$ cat src/suv_pkg.sv
// Shared types and constants for the sorted unique values block.
`timescale 1ns / 1ps

package suv_pkg;

  // Number of cells in the insertion chain.
  localparam int MAX_ITEMS = 64;

  // Field widths.
  localparam int VALUE_W = 32;
  localparam int COUNT_W = 7;

  // Input transaction payload.
  typedef struct packed {
    logic [VALUE_W-1:0] value;
    logic               end_of_set;
  } in_item_t;

  // Output transaction payload.
  typedef struct packed {
    logic [VALUE_W-1:0] unique_value;
    logic               last_result;
    logic [COUNT_W-1:0] unique_count;
    logic               overflowed;
  } out_item_t;

  // Per-cycle command broadcast to every cell of the chain.
  typedef struct packed {
    logic insert;
    logic shift;
  } cell_ctrl_t;

endpackage

$ cat src/suv_cell.sv
// One cell of the sorted insertion chain: holds a single value.
`timescale 1ns / 1ps

module suv_cell
  import suv_pkg::*;
(
  input  logic               clk,
  input  cell_ctrl_t         ctrl,
  input  logic               occupied,
  input  logic [VALUE_W-1:0] new_value,
  input  logic               left_less,
  input  logic [VALUE_W-1:0] left_value,
  input  logic [VALUE_W-1:0] right_value,
  output logic               less,
  output logic               equal,
  output logic [VALUE_W-1:0] value
);

  // Compare the held value against the value being inserted.
  assign less  = occupied && (value < new_value);
  assign equal = occupied && (value == new_value);

  // On insert, a cell keeps a smaller value, takes the new value at the
  // boundary, or takes its left neighbor's value to open the gap.
  // On shift, every value moves one cell toward the head of the chain.
  always_ff @(posedge clk) begin
    if (ctrl.insert) begin
      if (!less) begin
        value <= left_less ? new_value : left_value;
      end
    end else if (ctrl.shift) begin
      value <= right_value;
    end
  end

endmodule

$ cat config.mk
export PLATFORM = sky130hd
export DESIGN_NAME = suv_cell
export DESIGN_NICKNAME = d
export VERILOG_FILES = /design/src/suv_pkg.sv /design/src/suv_cell.sv
export SDC_FILE = /design/constraint.sdc
export NUM_CORES = 1
export LEC_CHECK = 0
export BUFFER_PORTS_ARGS = -buffer_cell sky130_fd_sc_hd__buf_4
export CAP_MARGIN = 30
export CORE_UTILIZATION = 49
export CTS_CLUSTER_DIAMETER = 120
export DETAILED_ROUTE_END_ITERATION = 8
export PLACE_DENSITY = 0.87
export SLEW_MARGIN = 15
export SYNTH_ARGS = -nofsm -noshare
export SYNTH_HDL_FRONTEND = slang
export SYNTH_SLANG_ARGS = --single-unit
export TNS_END_PERCENT = 20
$ cat constraint.sdc
create_clock -name clk -period 4.8 [get_ports clk]
set_input_delay 0.96 -clock clk [delete_from_list [all_inputs] [get_ports clk]]
set_output_delay 0.96 -clock clk [all_outputs]
set_load 0.02 [all_outputs]
Word level (Yosys, flattened, before mapping)
Index checks and enable logic that the tools add are counted.

cells by class
  magnitude comparators = 1
  eq/ne operators = 2
  mux-type cells = 4
  reduce and logical (&&, ||, !) cells = 4

operators by type and width
  kind                  count
  $mux W32              4
  $eq A32 B32 Y1        1
  $lt A32 B32 Y1        1
  $logic_and A1 B1 Y1   2
  $ne A2 B2 Y1 const B  1
  $reduce_and A2 Y1     1
  $reduce_bool A2 Y1    1

word-level totals
  bits in registers = 32
  output and inout bits = 34
  logic and storage cells = 12

Logic depth before layout (Yosys ltp)
  depth in word-level cells = 4
  depth in mapped cells = 7
  depth with buffers taken out = 7

Least setup slack after synthesis
OpenSTA, ideal clock, no wires.

  kind = input to register
  start point = input new_value[14]
  end point = register value[0], enable pin
  data arrival time = 3.038 ns
  path slack = 1.361 ns
  stages on the path = 7
  buffers on the path = 0
  cells stage by stage = inv_1 -> ha_1 -> nand4_2 -> nor4_2 -> a21boi_2 -> o41ai_2 -> a41oi_2

on the way
  longest elaborated chain between the ends = 4

RTL lines
  what                                RTL line        source
  start, declared                     suv_cell.sv:10  input logic [VALUE_W-1:0] new_value,
  $lt A32 B32 Y1                      suv_cell.sv:20  assign less = occupied && (value < new_value);
  $logic_and A1 B1 Y1                 suv_cell.sv:20
  $ne A2 B2 Y1 (no source line)       --
  $reduce_and A2 Y1 (no source line)  --
  end signal, assigned                suv_cell.sv:29  value <= left_less ? new_value : left_value;
  end signal, assigned                suv_cell.sv:32  value <= right_value;
  end, declared                       suv_cell.sv:16  output logic [VALUE_W-1:0] value

No other way between the ends.
A chain may end at the register's enable or synchronous reset.

Worst setup path in the final report
  start point = input new_value[14]
  end point = output less

on the way
  longest elaborated chain between the ends = 2

RTL lines
  what                 RTL line        source
  $lt A32 B32 Y1       suv_cell.sv:20
  $logic_and A1 B1 Y1  suv_cell.sv:20
  end, declared        suv_cell.sv:14  output logic less,

No other way between the ends.

==> results.yml <==
final_layout:
  fillers: 382
  final_cells: 453
  largest_reg_flops: 32
  drive_above_1_share_pct: 39.12
  syn_to_final_growth_pct: 44.64
  reg_top3: "value (32)"
  nets: 519
  diodes: 0
  top_register: "value"
global_routing:
  overflow: 0
  grt_pass1_vias: 2311
  grt_usage_pct: 24.02
  antenna_found_initial: 0
  grt_pass1_wl_mm: 9.839
  grt_max_degree: 67
route:
  routed_wl_mm: 6.350
  via_count: 2330
  dr.pass1.iters: 4
  drt_iter0_drc: 50
  antenna_left: 0
  post_drt_wl_per_cell_um: 14.02
  viasPerCell: 5.143
  drc: 0
worst_setup_path:
  endpoint_kind: "output pin"
  critPathLaunchType: "primary input"
  rr_endpoint: "value[14]"
  rr_startpoint: "value[14]"
  reg2regPathDepth: 7
  startpoint: "new_value[14]"
  crit_fanout: 3
  crit_arrival_ns: 2.57
  cp.required_ns: 3.84
  ff2ff_setup_slack_ns: 1.96
  critPathKind: "in -> out"
sta:
  max_freq_mhz: 283.3
  slew_violations: 0
  tightest_slew_ns: 0.6855
  setup_viol_count_final: 0
  skew_ns: 0.009643
  finalSetupTns_ns: 0
  finalHoldViolCount: 0
  relSlewSlack_pct: 54.15
  fin_crit_sh_pct: 73.53
  rsz0062_at_grt: "false"
  finalCriticalPeriod_ns: 3.529
synth:
  syn-cell-area_sq_um: 2509
  synthCells: 255
  syn_avg_cell_area_sq_um: 9.838
  ys_warn_count: 0
  yosysTopAreaCell: "edfxtp_1"
  yosys-top-cells-area: "edfxtp_1 38%, ha_1 16%, mux2i_1 13%"
  ys_seq_area_share_pct: 38.30
  synth-seq-cells: 32
  synth.distinct_cells: 28
  synth_top_area_share_pct: 38.30
  synth_fp_nets: 388
cts:
  cts-buffers-inserted: 5
  postCtsSetupBuffers: 0
  insertion_delay_ns: 0.28
  cts_resized: 0
  cts_buffer_depth: 2
  clkSlewWorstSetupHoldPaths_ns: 0.07
  h-tree-depth: 2
  ctsHoldBuffers: 0
  cts_tree: "done"
  root_buffer: "clkbuf_8"
  clock_sinks: 32
power:
  p_clk_share_pct: 22.1
  p_leak_nw: 1.845
  ir_drop_mv: 0.1395
  seq_power_share_pct: 41.9
  swShare_pct: 31.30
  p_int_mw: 0.5963
  power_frac_comb_pct: 36.0
  p_switching_mw: 0.2717
  p_per_area_nw_per_um2: 239.2
floorplanning:
  num_rows: 25
  core_sq_um: 4817
  initial_core_util_pct: 52.08
  die_x_um: 73.55
  top_level_ports: 135
  die_h_um: 73.55
  die-area_sq_um: 5410
hold_path:
  hold_start: "right_value[25]"
  holdPathStages: 3
  worstHoldPathType: "in -> reg"
  worstHoldEndpoint: "value[25]"
job:
  maxCapViolCount: 0
placed_design:
  place_congestion: 0.7799
  portBuffers: 134
  place_inst: 446
  dpl.hpwl_mm: 5.072
outcome:
  status: "finished clean"
==> worst max-delay path, cell delays in order <==
cell,delay (ns)
buf_4,0.08
inv_1,0.03
ha_1,0.30
a21oi_1,0.16
nand2_1,0.08
a22o_1,0.24
o41ai_2,0.34
and3_1,0.22
buf_4,0.14
==> per-stage QoR <==
stage	power (mW)	utilization, %	hold WS [ns]	instance area, sq um	setup WS, ns
final	0.8680	75.32	1.001	3628	1.271
after global routing	0.9161	75.32	1.002	3628	1.125
after CTS	0.8727	75.32	0.9994	3628	1.248
after detailed placement	0.6821	73.74	1.286	3552	1.254
after global placement	0.6706	73.74	1.279	3552	1.268
after floorplan	0.5374	-	1.185	2509	1.361
==> worst max-delay path by stage <==
stage / to / slack (ns) / cells after the start
2_1_floorplan: value[0] / 1.36 / 7
3_3_place_gp: less / 1.27 / 9
3_5_place_dp: less / 1.25 / 9
4_1_cts: less / 1.25 / 8
5_1_grt: less / 1.12 / 8
6_report: less / 1.27 / 9
==> metal layers <==
metal	global-route usage (%)	routed length, um	share of wire, %	up-vias
met4	8.547	104	1.6	0
met1	25.48	2539	40	1060
met2	45.46	3374	53	80
li1	-	-	-	1180
met3	6.036	332	5.2	10
met5	0	0	0	-
==> synthesized netlist by cell type, drive strengths merged <==
master	count
nand4	6
a22o	1
a21oi	44
nor2	35
nor3	1
ha	32
o41ai	1
o21bai	1
o31ai	1
buf	3
nand3	7
and3	1
a2111oi	1
nor4	2
clkbuf	8
mux2i	32
edfxtp	32
a21o	3
inv	33
a21boi	2
a41oi	1
o21ai	1
nor2b	1
nand2	6
==> placed cells by master (no fill, tap or decap), types with 2 or more instances in the layout <==
master / n
a21boi_2: 2
nand2_1: 5
nand3_1: 7
nand4_2: 2
buf_4: 135
a21oi_1: 44
nand4_1: 4
clkbuf_8: 5
clkinv_1: 2
inv_1: 33
edfxtp_1: 32
mux2i_1: 32
nor2_1: 35
ha_1: 32
a21o_1: 3
==> area by class of cell <==
type | instances | area (sq um) | share of cell area [%]
multi-input combinational | 179 | 1370 | 37.76
timing repair buffer | 135 | 1013 | 27.93
sequential | 32 | 960.9 | 26.48
inverter | 33 | 123.9 | 3.414
tap | 67 | 83.83 | 2.310
clock buffer | 5 | 68.82 | 1.897
clock inverter | 2 | 7.507 | 0.2069
==> cell families (layout without fill, tap and decap cells) <==
| family | count (synthesis) | in the layout | synth area share [%] |
|---|---|---|---|
| mux | 32 | 32 | 12.77 |
| flops | 32 | 32 | 38.30 |
| buf+inv | 44 | 175 | 7.531 |
| compound gates | 56 | 56 | 13.77 |
| simple gates | 59 | 59 | 11.67 |
| fa+ha+maj | 32 | 32 | 15.96 |
==> power groups by stage <==
| stage | clock network (mW) | logic, mW | registers [mW] |
|---|---|---|---|
| floorplan | 0 | 0.132 | 0.405 |
| detailed placement | 0 | 0.312 | 0.370 |
| global route | 0.207 | 0.342 | 0.367 |
| global placement | 0 | 0.303 | 0.368 |
| finish | 0.192 | 0.312 | 0.364 |
| CTS | 0.194 | 0.314 | 0.364 |
Note: power is estimated with default switching activity, not from simulation.
